`src/rtl/assert_macros.svh`:
```
// Assertion helpers shared by the mixer RTL.
// Both macros sample on clock and are disabled while reset is high.
`ifndef ASSERT_MACROS_SVH
`define ASSERT_MACROS_SVH

// Same-cycle implication.
`define ASSERT_IMP(lbl, ante, cons, msg) \
   lbl: assert property (@(posedge clock) disable iff (reset) (ante) |-> (cons)) \
      else $error(msg);

// Next-cycle implication.
`define ASSERT_NXT(lbl, ante, cons, msg) \
   lbl: assert property (@(posedge clock) disable iff (reset) (ante) |=> (cons)) \
      else $error(msg);

`endif

```
`src/rtl/smx_pkg.sv`:
```
// Shared types and constants for the eight-channel stereo mixer.
// No dependencies.
`timescale 1ns / 1ps

package smx_pkg;

   localparam int NUM_CHANNELS = 8;
   localparam int SAMPLE_BITS  = 24;
   localparam int FRAC_BITS    = 28;

   localparam int MASTER_W   = 16;
   localparam int VOL_W      = 8;
   localparam int PAN_W      = 8;
   localparam int MASK_W     = 8;
   localparam int WEIGHT_W   = 9;
   localparam int MV_W       = MASTER_W + VOL_W;
   localparam int GAIN_W     = 32;
   localparam int PROD_W     = GAIN_W + SAMPLE_BITS;
   localparam int ACC_W      = PROD_W + $clog2(NUM_CHANNELS);
   localparam int CSR_DATA_W = 64;
   localparam int CSR_IDX_W  = 3;

   localparam logic [MASTER_W-1:0]   MASTER_RESET = 16'd16384;
   localparam logic [CSR_DATA_W-1:0] VOLS_RESET   = 64'h8080_8080_8080_8080;
   localparam logic [CSR_DATA_W-1:0] PANS_RESET   = '0;
   localparam logic [MASK_W-1:0]     MASK_RESET   = '0;
   localparam logic signed [PAN_W+1:0] PAN_ONE    = 10'sd128;

   typedef enum logic [CSR_IDX_W-1:0] {
      REG_MASTER = 3'd0,
      REG_VOLS   = 3'd1,
      REG_PANS   = 3'd2,
      REG_MUTE   = 3'd3,
      REG_SOLO   = 3'd4
   } reg_index_type;

   typedef logic signed [SAMPLE_BITS-1:0] sample_type;
   typedef logic [GAIN_W-1:0]             gain_type;
   typedef logic signed [PROD_W-1:0]      prod_type;
   typedef logic signed [ACC_W-1:0]       acc_type;

   localparam acc_type ACC_ROUND = acc_type'(64'd1 << (FRAC_BITS - 1));

   typedef struct packed {
      gain_type left;
      gain_type right;
   } gain_pair_type;

   // One frame in flight along the cell chain.
   typedef struct packed {
      logic                           valid;
      logic                           last;
      sample_type [NUM_CHANNELS-1:0]  samples;
      acc_type                        acc_l;
      acc_type                        acc_r;
      prod_type                       prod_l;
      prod_type                       prod_r;
   } stage_type;

   typedef struct packed {
      sample_type left;
      sample_type right;
      logic       last;
   } mix_type;

endpackage

```
`src/rtl/smx_cell.sv`:
```
// One mixer cell: multiplies one channel by its gains and adds the
// previous channel's products into the running sums. Depends on smx_pkg and assert_macros.svh.
`timescale 1ns / 1ps
`include "assert_macros.svh"

module smx_cell (
   input  logic                   clock,
   input  logic                   reset,
   input  logic                   adv,
   input  smx_pkg::gain_pair_type gain,
   input  smx_pkg::stage_type     stage_i,
   output smx_pkg::stage_type     stage_o
);
   import smx_pkg::*;

   stage_type stage_ff, stage_in;
   logic signed [PROD_W:0] mul_l;
   logic signed [PROD_W:0] mul_r;

   assign mul_l = (PROD_W+1)'($signed({1'b0, gain.left})) *
                  (PROD_W+1)'($signed(stage_i.samples[0]));
   assign mul_r = (PROD_W+1)'($signed({1'b0, gain.right})) *
                  (PROD_W+1)'($signed(stage_i.samples[0]));

   always_comb begin
      stage_in.valid   = stage_i.valid;
      stage_in.last    = stage_i.last;
      // The next cell always finds its channel at the bottom of the row.
      stage_in.samples = stage_i.samples >> SAMPLE_BITS;
      stage_in.acc_l   = stage_i.acc_l + acc_type'(stage_i.prod_l);
      stage_in.acc_r   = stage_i.acc_r + acc_type'(stage_i.prod_r);
      stage_in.prod_l  = $signed(mul_l[PROD_W-1:0]);
      stage_in.prod_r  = $signed(mul_r[PROD_W-1:0]);
   end

   always_ff @(posedge clock) begin
      if (reset) begin
         stage_ff.valid <= 1'b0;
      end else if (adv) begin
         stage_ff <= stage_in;
      end
   end

   assign stage_o = stage_ff;

   `ASSERT_NXT(a_cell_moves, adv, stage_o.valid == $past(stage_i.valid), "cell lost or made a beat")

endmodule

```
`config.mk`:
```
export PLATFORM = sky130hd
export DESIGN_NAME = smx_cell
export DESIGN_NICKNAME = d
export VERILOG_FILES = /design/src/rtl/smx_pkg.sv /design/src/rtl/smx_cell.sv
export VERILOG_INCLUDE_DIRS = /design/src /design/src/rtl
export SDC_FILE = /design/constraint.sdc
export NUM_CORES = 2
export LEC_CHECK = 0
export BUFFER_PORTS_ARGS = -buffer_cell sky130_fd_sc_hd__buf_2
export CAP_MARGIN = 20
export CORE_AREA = 2 2 357 359
export DETAILED_ROUTE_END_ITERATION = 10
export DIE_AREA = 0 0 359 361
export GPL_ROUTABILITY_DRIVEN = 0
export PLACE_DENSITY = 0.83
export SKIP_CTS_REPAIR_TIMING = 1
export SLEW_MARGIN = 5
export SYNTH_ARGS = -nofsm -noshare
export SYNTH_HDL_FRONTEND = slang
export SYNTH_SLANG_ARGS = --single-unit
```
`constraint.sdc`:
```
create_clock -name clock -period 49.3 [get_ports clock]
set_clock_uncertainty 0.05 [all_clocks]
set_input_delay 0 -clock clock [delete_from_list [all_inputs] [get_ports clock]]
set_output_delay 0 -clock clock [all_outputs]
set_load 0.03 [all_outputs]
```
==> metrics.csv <==
stage,metric,value,unit
cells_and_area,finalInstanceArea,79900,µm²
clock_tree,cts.clk_slew.worst_paths,70,ps
grt,grt_pass1_vias,60300,
worst_setup_path,worstPathArrival,8410,ps
clock_tree,cts_buffers,51,
synthesis,synth_warnings,0,
floorplanning,die_x,359,µm
clock_tree,cts_sinks,400,
timing,fin_crit_sh,0.163,
cells_and_area,synthToLayoutAreaGrowth,15.5,%
worst_setup_path,cpMostUsedCell,fa_1,
synthesis,ys_ff_latch,400,
grt,grt_pass1_wl,381000,µm
worst_setup_path,critPathKind,in -> reg,
timing,whs,-47.4,ps
clock_tree,insertion_delay,650,ps
synthesis,synth_flop_cell,edfxtp_1,
clock_tree,cts_max_level,2,
grt,grtUsageTotal,0.403,
cells_and_area,largest_register_ffs,400,
worst_setup_path,cp-start-kind,input pin,
timing,slew_headroom,0.0958,
routing,vias_per_cell,6.11,
routing,vias,60200,
synthesis,synth_common_cells,"inv_1 (1461), fa_1 (1318), nand2_1 (892), and2_1 (755), ha_1 (540)",
synthesis,syn-instance-count,7094,
timing,final-hold-violation-count,4,
routing,drt_iter0_drc,8539,
routing,wl_per_cell,27.6,µm
floorplanning,num_io_pins,915,
cells_and_area,drive_above_1_share,0.128,
timing,drv_slew,0,
place,place_ws,40920,ps
synthesis,synth_top_cell_area_share,0.381,
synthesis,avgSynthCellArea,9.75,µm²
worst_setup_path,crit_chain,buf_2 -> buf_4 -> nand2_1 -> fa_1 -> fa_1 -> fa_1 -> fa_1 -> inv_1 -> fa_1 -> fa_1 -> inv_1 -> fa_1 -> inv_1 -> ha_1 -> and2_1 -> and3_1 -> and4_1 -> o21ai_0 -> a31o_2 -> o31a_1 -> o21ai_0 -> a221oi_1 -> xnor2_1,
routing,finalWirelength,272000,µm
timing,period_needed,8060,ps
timing,max_freq,124,MHz
worst_setup_path,worst_setup_path_end_kind,flip-flop,
synthesis,synth_edf_count,399,
run_status,violations,negative hold slack,
synthesis,synthTopCellsByArea,"fa_1 (38%), edfxtp_1 (17%), ha_1 (9.8%)",
place,dpl.hpwl,197000,µm
cells_and_area,final_nets,10400,
floorplanning,chipHeight,361,µm
place,numPortBuffers,890,
synthesis,async_flop_share,0,
synthesis,synth-seq-area-share,0.173,
worst_setup_path,crit_required,49650,ps
worst_setup_path,cp_max_fo,39,
worst_setup_path,cp_slowest_stage_delay,790,ps
synthesis,synth_area,69200,µm²
clock_tree,cts_max_path_buffers,3,
grt,grt_max_degree,81,
floorplanning,dieArea,130000,µm²
hold_path,hp-class,in -> reg,
floorplanning,rows,130,
worst_setup_path,slowest_stage,buf_4,
timing,setup_viol,0,
run_status,outcome,"complete, but fails checks",
routing,drc_errors,0,
synthesis,synth_most_common_cell,inv_1,
job,max_cap_violations,0,
timing,rsz0062_at_grt,false,
synthesis,yosysTopAreaCell,fa_1,
timing,setup_ws,41240,ps
routing,dr.pass1.iters,10,
grt,antenna_found_initial,90,
floorplanning,start_util,0.552,
grt,grt-ovfl-total,0,
synthesis,synth_cell_types,94,
timing,setup_tns,0,ps
timing,worstMarginPinSlew,1350,ps
clock_tree,tritoncts,yes,
place,dpl_cell_area,74500,µm²
routing,ant_nets,0,
floorplanning,core,125000,µm²
cells_and_area,n_fill_cell,9450,
clock_tree,root_buffer,clkbuf_16,
-- layer usage --
layer  GRT usage  part of all wire
met1       0.470              0.32
met2       0.568              0.41
met3       0.225              0.18
met4       0.267             0.088
met5           0            0.0014
-- critical path, delay by kind of cell --
family	cells	cell delay, ps
buffers and inverters	5	1570
AND/OR/NAND/NOR	4	950
AO/OA/AOI/OAI	5	1740
XOR/XNOR	1	160
adder cells (fa/ha/maj)	8	3960
-- layout by cell type, fill, tap and decap left out, drive strengths merged, types with 22 or more instances in the layout --
master	instances
nand4	48
and2	756
nor2	103
a21o	108
conb	24
nor3	29
clkinv	29
xnor2	143
o21bai	45
nand2	892
ha	540
inv	1465
o21ai	126
edfxtp	399
clkbuf	54
o21a	22
nand2b	56
a21oi	260
nor2b	70
xor2	76
diode	96
buf	917
dlygate4sd3	348
nand3	33
and3	29
fa	1318
-- worst paths after layout --
| check | from | to | slack (ps) | cells past startpoint |
|---|---|---|---|---|
| worst max-delay path | stage_i[234] | stage_o[53] | 41240 | 23 |
| worst min-delay path | stage_i[178] | stage_o[178] | -50 | 3 |
| worst max register to register | stage_o[423] | stage_o[423] | 48090 | 3 |
| worst min register to register | stage_o[423] | stage_o[423] | 1020 | 3 |
-- layout make-up --
cell class / count / area (µm²) / area share
clock inverter: 39 / 329 / 0.00412
tap: 1650 / 2060 / 0.0258
antenna: 96 / 240 / 0.00301
multi-input combinational: 4883 / 50300 / 0.630
sequential: 400 / 12000 / 0.150
inverter: 1461 / 5480 / 0.0687
timing repair buffer: 1265 / 8170 / 0.102
clock buffer: 54 / 1290 / 0.0161
-- per-stage QoR --
step / std cells / util / hold WS (ps)
after CTS: 9404 / 0.607 / -598
after detailed placement: 9311 / 0.594 / 128
after global routing: 9776 / 0.636 / -62.9
final: 9848 / 0.637 / -47.4
after global placement: 9311 / 0.594 / 126
after floorplan: 7117 / - / 22.4
-- kinds of logic after synthesis --
logic type	Yosys count	synth area share
adders and majority gates	1858	0.479
AOI/OAI and AO/OA	722	0.0686
muxes	3	0.000434
DFF	400	0.173
buffers and inverters	1834	0.101
and+or+nand+nor	2057	0.150
xor gates and xnor gates	219	0.0277
other	1	0.0000542
Power is left out: the tool's default activity adds up to more than one toggle a clock period on the data nets, which glitch-free logic cannot reach.
