==> src/rtl/assert_macros.svh <==
// Assertion helpers shared by the mixer RTL.
// Both macros sample on clock and are disabled while reset is high.
`ifndef ASSERT_MACROS_SVH
`define ASSERT_MACROS_SVH

// Same-cycle implication.
`define ASSERT_IMP(lbl, ante, cons, msg) \
   lbl: assert property (@(posedge clock) disable iff (reset) (ante) |-> (cons)) \
      else $error(msg);

// Next-cycle implication.
`define ASSERT_NXT(lbl, ante, cons, msg) \
   lbl: assert property (@(posedge clock) disable iff (reset) (ante) |=> (cons)) \
      else $error(msg);

`endif

==> src/rtl/smx_pkg.sv <==
// Shared types and constants for the eight-channel stereo mixer.
// No dependencies.
`timescale 1ns / 1ps

package smx_pkg;

   localparam int NUM_CHANNELS = 8;
   localparam int SAMPLE_BITS  = 24;
   localparam int FRAC_BITS    = 28;

   localparam int MASTER_W   = 16;
   localparam int VOL_W      = 8;
   localparam int PAN_W      = 8;
   localparam int MASK_W     = 8;
   localparam int WEIGHT_W   = 9;
   localparam int MV_W       = MASTER_W + VOL_W;
   localparam int GAIN_W     = 32;
   localparam int PROD_W     = GAIN_W + SAMPLE_BITS;
   localparam int ACC_W      = PROD_W + $clog2(NUM_CHANNELS);
   localparam int CSR_DATA_W = 64;
   localparam int CSR_IDX_W  = 3;

   localparam logic [MASTER_W-1:0]   MASTER_RESET = 16'd16384;
   localparam logic [CSR_DATA_W-1:0] VOLS_RESET   = 64'h8080_8080_8080_8080;
   localparam logic [CSR_DATA_W-1:0] PANS_RESET   = '0;
   localparam logic [MASK_W-1:0]     MASK_RESET   = '0;
   localparam logic signed [PAN_W+1:0] PAN_ONE    = 10'sd128;

   typedef enum logic [CSR_IDX_W-1:0] {
      REG_MASTER = 3'd0,
      REG_VOLS   = 3'd1,
      REG_PANS   = 3'd2,
      REG_MUTE   = 3'd3,
      REG_SOLO   = 3'd4
   } reg_index_type;

   typedef logic signed [SAMPLE_BITS-1:0] sample_type;
   typedef logic [GAIN_W-1:0]             gain_type;
   typedef logic signed [PROD_W-1:0]      prod_type;
   typedef logic signed [ACC_W-1:0]       acc_type;

   localparam acc_type ACC_ROUND = acc_type'(64'd1 << (FRAC_BITS - 1));

   typedef struct packed {
      gain_type left;
      gain_type right;
   } gain_pair_type;

   // One frame in flight along the cell chain.
   typedef struct packed {
      logic                           valid;
      logic                           last;
      sample_type [NUM_CHANNELS-1:0]  samples;
      acc_type                        acc_l;
      acc_type                        acc_r;
      prod_type                       prod_l;
      prod_type                       prod_r;
   } stage_type;

   typedef struct packed {
      sample_type left;
      sample_type right;
      logic       last;
   } mix_type;

endpackage

==> src/rtl/smx_out.sv <==
// Final sum, rounding and saturation, followed by the output register
// and a skid stage that decouples the chain. Depends on smx_pkg and assert_macros.svh.
`timescale 1ns / 1ps
`include "assert_macros.svh"

module smx_out (
   input  logic                clock,
   input  logic                reset,
   input  smx_pkg::stage_type  stage_i,
   output logic                adv,
   output logic                rsp_valid,
   input  logic                rsp_stall,
   output smx_pkg::sample_type rsp_mix_left,
   output smx_pkg::sample_type rsp_mix_right,
   output logic                rsp_block_end
);
   import smx_pkg::*;

   localparam int Q_W = ACC_W - FRAC_BITS;
   localparam logic signed [Q_W-1:0] Q_MAX = Q_W'((64'd1 << (SAMPLE_BITS - 1)) - 64'd1);
   localparam logic signed [Q_W-1:0] Q_MIN = -Q_MAX - Q_W'(1);

   function automatic sample_type sat(input acc_type total);
      logic signed [Q_W-1:0] q;
      q = $signed(total[ACC_W-1:FRAC_BITS]);
      if (q > Q_MAX) begin
         return Q_MAX[SAMPLE_BITS-1:0];
      end else if (q < Q_MIN) begin
         return Q_MIN[SAMPLE_BITS-1:0];
      end
      return q[SAMPLE_BITS-1:0];
   endfunction

   mix_type main_ff, main_in, skid_ff, skid_in, mix;
   logic    main_valid_ff, main_valid_in;
   logic    skid_valid_ff, skid_valid_in;
   logic    push, take;

   // The rounding constant was loaded into the sums at the chain entry.
   always_comb begin
      mix.left  = sat(stage_i.acc_l + acc_type'(stage_i.prod_l));
      mix.right = sat(stage_i.acc_r + acc_type'(stage_i.prod_r));
      mix.last  = stage_i.last;
   end

   assign adv  = !skid_valid_ff;
   assign push = adv && stage_i.valid;
   assign take = main_valid_ff && !rsp_stall;

   always_comb begin
      main_in       = main_ff;
      skid_in       = skid_ff;
      main_valid_in = main_valid_ff;
      skid_valid_in = skid_valid_ff;
      if (skid_valid_ff) begin
         if (take) begin
            main_in       = skid_ff;
            skid_valid_in = 1'b0;
         end
      end else if (push) begin
         if (!main_valid_ff || take) begin
            main_in       = mix;
            main_valid_in = 1'b1;
         end else begin
            skid_in       = mix;
            skid_valid_in = 1'b1;
         end
      end else if (take) begin
         main_valid_in = 1'b0;
      end
   end

   always_ff @(posedge clock) begin
      if (reset) begin
         main_valid_ff <= 1'b0;
         skid_valid_ff <= 1'b0;
      end else begin
         main_valid_ff <= main_valid_in;
         skid_valid_ff <= skid_valid_in;
      end
      main_ff <= main_in;
      skid_ff <= skid_in;
   end

   assign rsp_valid     = main_valid_ff;
   assign rsp_mix_left  = main_ff.left;
   assign rsp_mix_right = main_ff.right;
   assign rsp_block_end = main_ff.last;

   `ASSERT_IMP(a_skid_behind_main, skid_valid_ff, main_valid_ff, "skid holds a beat while output is empty")
   `ASSERT_NXT(a_skid_drains, skid_valid_ff && !rsp_stall, !skid_valid_ff, "skid did not drain on a taken beat")

endmodule

==> config.mk <==
export PLATFORM = sky130hd
export DESIGN_NAME = smx_out
export DESIGN_NICKNAME = d
export VERILOG_FILES = /design/src/rtl/smx_pkg.sv /design/src/rtl/smx_out.sv
export VERILOG_INCLUDE_DIRS = /design/src /design/src/rtl
export SDC_FILE = /design/constraint.sdc
export NUM_CORES = 1
export LEC_CHECK = 0
export ABC_AREA = 1
export ABC_CLOCK_PERIOD_IN_PS = 9500
export BUFFER_PORTS_ARGS = -buffer_cell sky130_fd_sc_hd__buf_2
export CAP_MARGIN = 20
export CORE_AREA = 2 2 187 189
export DETAILED_ROUTE_END_ITERATION = 8
export DIE_AREA = 0 0 189 191
export PLACE_DENSITY = 0.66
export SETUP_SLACK_MARGIN = 0.2
export SLEW_MARGIN = 20
export SYNTH_ARGS = -nofsm -noshare
export SYNTH_HDL_FRONTEND = slang
export SYNTH_SLANG_ARGS = --single-unit
==> constraint.sdc <==
create_clock -name clock -period 9.5 [get_ports clock]
set_input_delay 0.475 -clock clock [delete_from_list [all_inputs] [get_ports clock]]
set_output_delay 0.475 -clock clock [all_outputs]
set_load 0.005 [all_outputs]
==> reports/qor.yml, run 1 <==
synth:
  postSynthCellCount: 2243
  post_synthesis_compound_gate_area_fraction: 0.0685
  leading_cell_types_by_total_area_after_synthesis: "sky130_fd_sc_hd__nand2_1 29%, sky130_fd_sc_hd__edfxtp_1 23%, sky130_fd_sc_hd__inv_1 12%, sky130_fd_sc_hd__ha_1 11%, sky130_fd_sc_hd__nor2_1 5.6%"
  post-synth-top-area-fraction: 0.288
  synth-seq-area-share: 0.229
  post_synthesis_area_per_instance_um2: 5.81
  synth_top_family_by_area: "simple AND/OR/NAND/NOR gates"
  synth-main-ff-cell: "sky130_fd_sc_hd__edfxtp_1"
  yosys.cell_count.top_type: "sky130_fd_sc_hd__nand2_1"
  synth_largest_area_cell: "sky130_fd_sc_hd__nand2_1"
  yosys-mux-area-fraction: 0
  number_of_enable_flip_flop_cells_after_synthesis: 98
  synthesis.area_mm2: 0.0130
  fraction_of_registers_with_async_set_or_reset_after_synthesis: 0
  yosys-top-cells-count: "1001 x sky130_fd_sc_hd__nand2_1, 400 x sky130_fd_sc_hd__inv_1, 193 x sky130_fd_sc_hd__nor2_1, 114 x sky130_fd_sc_hd__ha_1, 112 x sky130_fd_sc_hd__a21oi_1"
  synth_cell_type_count: 39
  syn_nets: 2784
  warnings_from_yosys: 0
  ys_seq_elements: 100
  synth-simple-area-share: 0.432
  synth_xor_area_frac: 0.0309
  synth-adder-area-share: 0.109
setup_path:
  r2r_slack_ns: 6.92
  arrival_ns: 3.29
  required_ns: 9.60
  timing.setup.critical_path_class: "in2reg"
  cpMaxStageDelayCell: "sky130_fd_sc_hd__nand2_2"
  worst_path_largest_cell_delay_ns: 0.51
  worstPathMaxFanout: 23
  crit_chain: "buf_2 -> ha_1 -> nand2_1 -> nor2_1 -> nand2_1 -> nor2_1 -> and3_1 -> nand2_1 -> nand2_1 -> nand2_1 -> nand2_1 -> nand2_1 -> nor2_1 -> nand3b_1 -> nand2_2 -> nand2_2 -> nand2_1 -> nand2_1"
  startpoint_type: "primary input"
  critPathMostFrequentCell: "sky130_fd_sc_hd__nand2_1"
  cp-end-kind: "flop"
sta:
  fin_setup_tns_ns: 0
  worst_clock_skew_ns: 0.00957
  worst_slew_margin_rel: 0.548
  rsz0062_at_grt: "false"
  tightest_slew_ns: 0.678
  maxSlewViolCount: 0
  clock.fmax_mhz: 313
  finalWorstPathRequiredPeriod_ns: 3.19
  post-route-worst-setup-slack_ns: 6.31
  period_share: 0.336
  timing.final.hold_violations: 0
  timing.final.setup_violations: 0
die:
  placement_rows: 68
  num_io_pins: 478
  floorplan.core_area_mm2: 0.0341
  die_area_mm2: 0.0361
  floorplan.initialDensity: 0.382
  die_h_um: 191
  chipWidth_um: 189
cts:
  cts_resized: 0
  cts_max_level: 3
  cts_hold_buffers: 0
  post_cts_buffers: 0
  clk_path_buf_depth: 2
  number_of_buffers_created_by_cts: 9
  cts.sinks: 100
  clock_tree.root_cell: "sky130_fd_sc_hd__clkbuf_16"
  clock_tree_from_tritoncts: "built"
  clock_latency_ns: 0.34
  clk_transition_reported_paths_ns: 0.08
power:
  seqPwrFrac: 0.326
  irDropWorstVdd_uv: 70.7
  cellPowerDensity_mw_per_mm2: 115
  power.net_switching_w: 0.000724
  p_comb_frac: 0.468
  switching_share: 0.416
  power.share.clock: 0.206
  cell_internal_power_dissipation_w: 0.00102
  p_leak_nw: 8.72
detailed_routing:
  wire_per_inst_um: 14.2
  dr_total_vias: 14100
  remaining_drcs: 0
  via_per_inst: 4.74
  initialDrtViolationCount: 854
  finalWirelength_um: 42300
  postRouteAntennaNets: 0
  number_of_iterations_in_the_first_detailed_routing_pass: 5
place:
  place_hpwl_um: 36500
  place_ws_ns: 5.98
  dpl_cell_area_mm2: 0.0149
  place_congestion: 0.947
  port_buffers: 285
run:
  max_cap_violations: 0
global_route:
  grt_pass1_wl_um: 66200
  initial_antenna_violation_count: 0
  pin_count_of_the_biggest_net_entering_global_routing: 53
  overflow: 0
  number_of_global_route_vias_before_repair: 13500
  grt_usage: 0.229
final_layout:
  diodes_inserted: 0
  finalInstanceArea_mm2: 0.0152
  nNetsFinal: 3064
  drive_above_1_share: 0.153
  syn2layout_area_growth_pct: 16.7
worst_hold_path:
  min_delay_worst_type: "in2reg"
status:
  outcome: "complete, no violations"
-- flip-flops by register name, indices dropped and copies added, names as in the netlist --
signal / cells
skid_ff: 49
rsp_mix_left: 24
rsp_mix_right: 24
rsp_block_end: 1
rsp_valid: 1
skid_valid_ff: 1
-- cell type report --
| cell class | count | area [µm²] |
|---|---|---|
| clock inverter | 7 | 68.8 |
| clock buffer | 9 | 225 |
| fill | 3722 | 18900 |
| sequential | 100 | 2980 |
| inverter | 406 | 1520 |
| timing repair buffer | 289 | 1460 |
| tap | 455 | 569 |
| multi-input combinational | 1717 | 8370 |
-- cell usage in the layout (no fill, tap or decap), drive strengths merged, types with 7 or more instances in the layout --
cell type and instances:
a21oi 113, xnor2 22, clkbuf 9, o21bai 14, o21ai 24, xor2 24
a31oi 7, nand2 1056, edfxtp 98, nor2 204, ha 114, buf 289
nand3 93, nor3 20, inv 409
-- through the flow --
stage,power [W],hold slack [ns],utilization,cells
after floorplan,0.00113,0.491,-,2243
after global placement,0.00138,0.498,0.437,2967
after detailed placement,0.00138,0.503,0.437,2967
after CTS,0.00174,0.310,0.445,2983
after global routing,0.00187,0.313,0.445,2983
final,0.00174,0.317,0.445,2983
-- layer usage --
layer | part of all wire | GRT usage | vias up
li1 | - | - | 7438
met3 | 0.047 | 0.0158 | 58
met5 | 0 | 0 | -
met4 | 0.026 | 0.0646 | 0
met2 | 0.46 | 0.405 | 394
met1 | 0.46 | 0.299 | 6243
-- kinds of logic (layout without fill, tap and decap cells) --
| kind of cell | count (synthesis) | count (layout) |
|---|---|---|
| buffers and inverters | 426 | 711 |
| adders and majority gates | 114 | 114 |
| and+or+nand+nor | 1392 | 1392 |
| DFF | 100 | 100 |
| AOI/OAI and AO/OA | 165 | 165 |
| xor gates and xnor gates | 46 | 46 |
-- power groups by stage --
stage / clock [W] / combinational, W / sequential, W
after floorplan: 0 / 0.000550 / 0.000578
after global placement: 0 / 0.000798 / 0.000578
after detailed placement: 0 / 0.000806 / 0.000578
after CTS: 0.000363 / 0.000811 / 0.000568
after global routing: 0.000380 / 0.000919 / 0.000571
final: 0.000359 / 0.000814 / 0.000568
-- worst max-delay path: cells and delay by family --
kind                     cells  cell delay [ns]
adder cells (fa/ha/maj)      1             0.45
AND/OR/NAND/NOR             16             2.24
buffers and inverters        1             0.10
-- path summary, 6_finish.rpt --
check	from	endpoint	depth (start not counted)
worst min register to register	skid_ff[6]	rsp_mix_right[5]	2
worst max register to register	skid_valid_ff	rsp_mix_left[3]	6
worst min-delay path	stage_i[422]	skid_ff[0]	1
worst max-delay path	stage_i[51]	rsp_mix_right[18]	18
(Power assumes the default switching activity.)
==> run 2, diff against run 1 <==
ABC_CLOCK_PERIOD_IN_PS = 2760   (was 9500)
CORE_AREA = 2 2 185 187   (was 2 2 187 189)
DIE_AREA = 0 0 187 189   (was 0 0 189 191)
PLACE_DENSITY = 0.7   (was 0.66)
clock period = 2.76 ns   (was 9.5 ns; I/O delays follow)
==> reports/qor.yml, run 2 (synthesis results as in run 1) <==
status:
  outcome: "complete, no violations"
final_layout:
  layout.cells.most_common: "sky130_fd_sc_hd__nand2_1"
  largest_register_ff_count: 49  # unchanged
  diodes_inserted: 0  # unchanged
  nNetsFinal: 3147  # +2.7%
  largest-register: "skid_ff"
  drive_above_1_share: 0.224  # +0.0717
  fin_cells: 3059  # +2.5%
  final_cell_mix: "978 x sky130_fd_sc_hd__nand2_1, 400 x sky130_fd_sc_hd__inv_1, 285 x sky130_fd_sc_hd__buf_2, 148 x sky130_fd_sc_hd__nor2_1"
  syn2layout_area_growth_pct: 25.4
  filler_cell_count: 3553  # -4.5%
detailed_routing:
  via_per_inst: 4.73  # -0.19%
  dr_total_vias: 14500  # +2.4%
  finalWirelength_um: 44000  # +4.1%
  remaining_drcs: 0  # unchanged
  number_of_iterations_in_the_first_detailed_routing_pass: 6  # +1
  initialDrtViolationCount: 928  # +8.7%
  wire_per_inst_um: 14.4  # +1.5%
  postRouteAntennaNets: 0  # unchanged
cts:
  clock_tree.root_cell: "sky130_fd_sc_hd__clkbuf_16"
  clk_transition_reported_paths_ns: 0.08  # about the same
  number_of_buffers_created_by_cts: 9  # unchanged
  cts.sinks: 100  # unchanged
  clock_tree_from_tritoncts: "built"
  cts_max_level: 3  # unchanged
  clk_path_buf_depth: 2  # unchanged
  clock_latency_ns: 0.34  # about the same
die:
  floorplan.core_area_mm2: 0.0333  # -2.5%
  floorplan.initialDensity: 0.391  # +0.00960
  placement_rows: 67  # -1.5%
  num_io_pins: 478  # unchanged
  die_area_mm2: 0.0353  # -2.1%
  die_h_um: 189  # -1.0%
  chipWidth_um: 187  # -1.1%
sta:
  timing.final.hold_violations: 0  # unchanged
  maxSlewViolCount: 0  # unchanged
  rsz0062_at_grt: "false"
  finalWorstPathRequiredPeriod_ns: 2.42
  clock.fmax_mhz: 413
  timing.final.setup_violations: 0  # unchanged
  worst_slew_margin_rel: 0.638  # +0.0898
  worst_clock_skew_ns: 0.0127  # +0.00311 ns
  tightest_slew_ns: 0.543  # -0.135 ns
  hold_slack_ns: 0.168  # -0.148 ns
  period_share: 0.877
setup_path:
  startpoint_type: "primary input"
  worstPathMaxFanout: 6  # -74%
  cp-end-kind: "flop"
  required_ns: 2.87  # -6.73 ns
  arrival_ns: 2.53  # -0.76 ns
  timing.setup.critical_path_class: "in2reg"
place:
  place_hpwl_um: 37900  # +3.9%
  place_congestion: 0.953  # +0.61%
  count_of_placed_standard_cells_including_taps: 3038  # +2.4%
  port_buffers: 285  # unchanged
global_route:
  initial_antenna_violation_count: 0  # unchanged
  grt_usage: 0.241  # +0.0128
  pin_count_of_the_biggest_net_entering_global_routing: 53  # unchanged
  overflow: 0  # unchanged
  number_of_global_route_vias_before_repair: 13600  # +1.2%
  grt_pass1_wl_um: 68000  # +2.7%
power:
  switching_share: 0.404  # -0.0118
  cellPowerDensity_mw_per_mm2: 389  # +240%
  p_comb_frac: 0.485  # +0.017
  cell_internal_power_dissipation_w: 0.00379  # +270%
  irDropWorstVdd_uv: 302  # +330%
  power.net_switching_w: 0.00257  # +250%
  seqPwrFrac: 0.309  # -0.017
  p_leak_nw: 9.16  # +5.0%
  power.share.clock: 0.205  # about the same
worst_hold_path:
  min_delay_worst_type: "in2reg"
run:
  max_cap_violations: 0  # unchanged
## run 2: changes by cell type in the layout (fill, tap and decap cells not counted), moves of 20 or more
cell	change
sky130_fd_sc_hd__buf_4	+74
sky130_fd_sc_hd__ha_1	-27
sky130_fd_sc_hd__ha_2	+20
sky130_fd_sc_hd__nand2_1	-23
sky130_fd_sc_hd__nand2_2	+24
sky130_fd_sc_hd__nor2_1	-44
sky130_fd_sc_hd__nor2_2	+39
## run 2: power by group through the flow
stage                     Sequential, W  Clock, W  Combinational [W]
final                           0.00197   0.00131            0.00309
after global routing            0.00197   0.00139            0.00347
after CTS                       0.00197   0.00133            0.00297
after detailed placement        0.00200         0            0.00295
after global placement          0.00200         0            0.00292
after floorplan                 0.00198         0            0.00189
## run 2: metrics by stage
step	total power, W	setup slack [ns]	setup TNS [ns]	util	area (µm²)
3_5_place_dp	0.00494	-0.0614	-1.15	0.467	15500
2_1_floorplan	0.00388	0.213	0	-	13000
4_1_cts	0.00627	0.293	0	0.477	15900
6_report	0.00636	0.339	0	0.491	16300
5_1_grt	0.00683	0.187	0	0.491	16300
3_3_place_gp	0.00492	-0.0402	-0.541	0.467	15500
## run 2: metal layers
metal / up-vias / share of wire / track usage
met5: - / 0 / 0
met4: 0 / 0.027 / 0.0647
met3: 49 / 0.049 / 0.0152
met2: 432 / 0.47 / 0.425
met1: 6373 / 0.46 / 0.321
li1: 7612 / - / -
## run 2: worst paths after layout
path,start,to,slack [ns],cells after the start
max,stage_i[77],rsp_mix_left[21],0.34,20
min,rsp_stall,skid_valid_ff,0.17,3
max reg2reg,rsp_valid,rsp_mix_right[3],0.98,4
min reg2reg,skid_ff[10],rsp_mix_right[9],0.51,2
## run 2: what timing repair did
action / in CTS / in global routing
endpoints found under the setup margin: 0 / 92
endpoints found under the hold margin: 2 / 0
buffers inserted: 0 / 1
gates resized for setup: 0 / 129
hold buffers: 2 / 0
## run 2: layout make-up
class | instances | area [µm²] | area share
inverter | 406 | 1520 | 0.0933
clock buffer | 10 | 229 | 0.0140
multi-input combinational | 1719 | 8840 | 0.541
timing repair buffer | 370 | 2120 | 0.130
clock inverter | 6 | 82.6 | 0.00505
sequential | 100 | 2980 | 0.183
tap | 448 | 561 | 0.0343
## run 2: worst max-delay path: stages
cell and delay, ns:
sky130_fd_sc_hd__buf_2 0.15, sky130_fd_sc_hd__ha_1 0.34, sky130_fd_sc_hd__nand2_1 0.14, sky130_fd_sc_hd__inv_1 0.08, sky130_fd_sc_hd__nand2_1 0.07, sky130_fd_sc_hd__nand3_1 0.13, sky130_fd_sc_hd__a21oi_2 0.15, sky130_fd_sc_hd__nand3_2 0.15
sky130_fd_sc_hd__nand2_2 0.13, sky130_fd_sc_hd__nand3_1 0.14, sky130_fd_sc_hd__nand2_1 0.10, sky130_fd_sc_hd__nand2_1 0.05, sky130_fd_sc_hd__nand2_1 0.06, sky130_fd_sc_hd__nor2_1 0.04, sky130_fd_sc_hd__nand2_2 0.18, sky130_fd_sc_hd__nand2_2 0.17
sky130_fd_sc_hd__nand2_1 0.10, sky130_fd_sc_hd__nand2_1 0.07, sky130_fd_sc_hd__nand2_1 0.06, sky130_fd_sc_hd__nand2_1 0.07
==> run 3, diff against run 2 <==
CELL_PAD_IN_SITES_DETAIL_PLACEMENT = 1   (was not set)
CELL_PAD_IN_SITES_GLOBAL_PLACEMENT = 1   (was not set)
CORE_AREA = not set   (was 2 2 185 187)
CORE_MARGIN = 2   (was not set)
CORE_UTILIZATION = 31   (was not set)
DIE_AREA = not set   (was 0 0 187 189)
PLACE_DENSITY = 0.82   (was 0.7)
==> reports/qor.yml, run 3 (synthesis results as in run 1) <==
power:
  cellPowerDensity_mw_per_mm2: 385  # -1.1%
  irDropWorstVdd_uv: 348  # +15%
  p_leak_nw: 9.28  # +1.3%
run:
  max_cap_violations: 0  # unchanged
setup_path:
  worst-r2r-cell-count: 4  # unchanged
  startpoint_type: "primary input"
  worstSetupEndpoint: "rsp_mix_left[17]"
  cp-end-kind: "flop"
  required_ns: 2.86  # about the same
  r2r_slack_ns: 0.95  # -0.03 ns
  rr_endpoint: "rsp_mix_right[1]"
  worstPathMaxFanout: 8  # +2
  setup.worst_path.start: "stage_i[204]"
  arrival_ns: 2.55  # +0.02 ns
  crit-reg2reg-launch: "rsp_valid"
  timing.setup.critical_path_class: "in2reg"
cts:
  clk_path_buf_depth: 2  # unchanged
  clock_tree_from_tritoncts: "built"
  cts_max_level: 3  # unchanged
  clock_latency_ns: 0.34  # about the same
  cts.sinks: 100  # unchanged
  number_of_buffers_created_by_cts: 9  # unchanged
  clk_transition_reported_paths_ns: 0.08  # about the same
  clock_tree.root_cell: "sky130_fd_sc_hd__clkbuf_16"
final_layout:
  nNetsFinal: 3162  # +0.48%
  filler_cell_count: 5727  # +61%
  drive_above_1_share: 0.251  # +0.0261
  syn2layout_area_growth_pct: 29.8
  finish.utilization: 0.405  # -0.0859
  fin_cells: 3165  # +3.5%
  multiInputGateArea_mm2: 0.00916  # +3.7%
  diodes_inserted: 0  # unchanged
  layout.cells.most_common: "sky130_fd_sc_hd__nand2_1"
  largest_register_ff_count: 49  # unchanged
  largest-register: "skid_ff"
  final_cell_mix: "970 x sky130_fd_sc_hd__nand2_1, 400 x sky130_fd_sc_hd__inv_1, 285 x sky130_fd_sc_hd__buf_2, 130 x sky130_fd_sc_hd__nor2_1, 98 x sky130_fd_sc_hd__edfxtp_1"
  seq_area_mm2: 0.00298  # unchanged
place:
  place_ws_ns: -0.0881  # -0.0267 ns
  count_of_placed_standard_cells_including_taps: 3136  # +3.2%
  place_congestion: 0.896  # -5.9%
  place_hpwl_um: 41800  # +10%
  port_buffers: 285  # unchanged
die:
  die_h_um: 209  # +11%
  floorplan.initialDensity: 0.312  # -0.0795
  floorplan.core_area_mm2: 0.0418  # +25%
  placement_rows: 75  # +12%
  chipWidth_um: 209  # +12%
  num_io_pins: 478  # unchanged
  die_area_mm2: 0.0437  # +24%
worst_hold_path:
  min_delay_worst_type: "in2reg"
  worstHoldPathCells: 3  # unchanged
detailed_routing:
  finalWirelength_um: 49400  # +12%
  wire_per_inst_um: 15.6  # +8.6%
  postRouteAntennaNets: 0  # unchanged
  number_of_iterations_in_the_first_detailed_routing_pass: 4  # -2
  initialDrtViolationCount: 542  # -42%
  dr_total_vias: 15000  # +3.8%
  remaining_drcs: 0  # unchanged
  via_per_inst: 4.74  # +0.33%
global_route:
  initial_antenna_violation_count: 0  # unchanged
  pin_count_of_the_biggest_net_entering_global_routing: 53  # unchanged
  number_of_global_route_vias_before_repair: 15900  # +16%
  grt_pass1_wl_um: 77000  # +13%
  overflow: 0  # unchanged
  grt_usage: 0.216  # -0.0254
sta:
  maxSlewViolCount: 0  # unchanged
  worst_clock_skew_ns: 0.0107  # -0.00202 ns
  worst_slew_margin_rel: 0.620  # -0.0177
  fin_setup_tns_ns: 0  # unchanged
  finalWorstPathRequiredPeriod_ns: 2.45  # +0.0270 ns
  period_share: 0.887  # +0.00979
  clock.fmax_mhz: 409  # -1.1%
  tightest_slew_ns: 0.570  # +0.0266 ns
  timing.final.hold_violations: 0  # unchanged
  timing.final.setup_violations: 0  # unchanged
  post-route-worst-setup-slack_ns: 0.312  # -0.0270 ns
  rsz0062_at_grt: "true"
  hold_slack_ns: 0.169  # +0.00110 ns
status:
  outcome: "complete, no violations"
run 3: what timing repair did:
item | 4_1_cts | 5_1_grt
setup buffers | 0 | 6
setup endpoints to repair | 0 | 92
hold buffers | 2 | 0
gates resized for setup | 0 | 205
hold endpoints to repair | 2 | 0
run 3: through the flow:
stage | area (µm²) | total power (W)
2_1_floorplan | 13000 | 0.00388
3_3_place_gp | 15700 | 0.00493
3_5_place_dp | 15700 | 0.00503
4_1_cts | 16000 | 0.00630
5_1_grt | 16900 | 0.00700
6_report | 16900 | 0.00651
run 3: report_power, final:
group,internal (W),switching (W)
clock,0.000636,0.000596
combinational,0.00124,0.00208
sequential,0.00190,0.0000541
total,0.00378,0.00273
run 3: worst min path at each step:
stage,from,to
after floorplan,reset,skid_valid_ff
after global placement,reset,skid_valid_ff
after detailed placement,reset,skid_valid_ff
after CTS,rsp_stall,skid_valid_ff
after global routing,rsp_stall,skid_valid_ff
final,rsp_stall,skid_valid_ff
run 3: critical path, cell delays in order:
cell	delay (ns)
sky130_fd_sc_hd__buf_2	0.10
sky130_fd_sc_hd__ha_1	0.31
sky130_fd_sc_hd__buf_4	0.14
sky130_fd_sc_hd__nand2_1	0.07
sky130_fd_sc_hd__nor2_2	0.13
sky130_fd_sc_hd__inv_1	0.08
sky130_fd_sc_hd__buf_4	0.13
sky130_fd_sc_hd__nor3_2	0.12
sky130_fd_sc_hd__nand2_1	0.12
sky130_fd_sc_hd__nor3_1	0.15
sky130_fd_sc_hd__nand2_1	0.12
sky130_fd_sc_hd__nand3_1	0.11
sky130_fd_sc_hd__nand2_1	0.06
sky130_fd_sc_hd__nor2_1	0.10
sky130_fd_sc_hd__nand2_2	0.10
sky130_fd_sc_hd__nand2_4	0.14
sky130_fd_sc_hd__clkbuf_16	0.16
sky130_fd_sc_hd__nand2_1	0.08
sky130_fd_sc_hd__nand3_1	0.10
sky130_fd_sc_hd__nand2_1	0.06
run 3: layout make-up:
type                    instances  area share
repair buffers                384       0.135
multi-input cells            1720       0.542
clock buffers                   9      0.0133
well taps                     539      0.0399
inverters                     406      0.0901
clock inverters                 7     0.00399
flip-flops and latches        100       0.176
run 3: metal layers:
metal	global-route usage	share of wire	wire length (µm)
met5	0	0	0
met4	0.0660	0.030	1500
met3	0.0107	0.030	1510
met2	0.407	0.50	24900
met1	0.263	0.44	21500
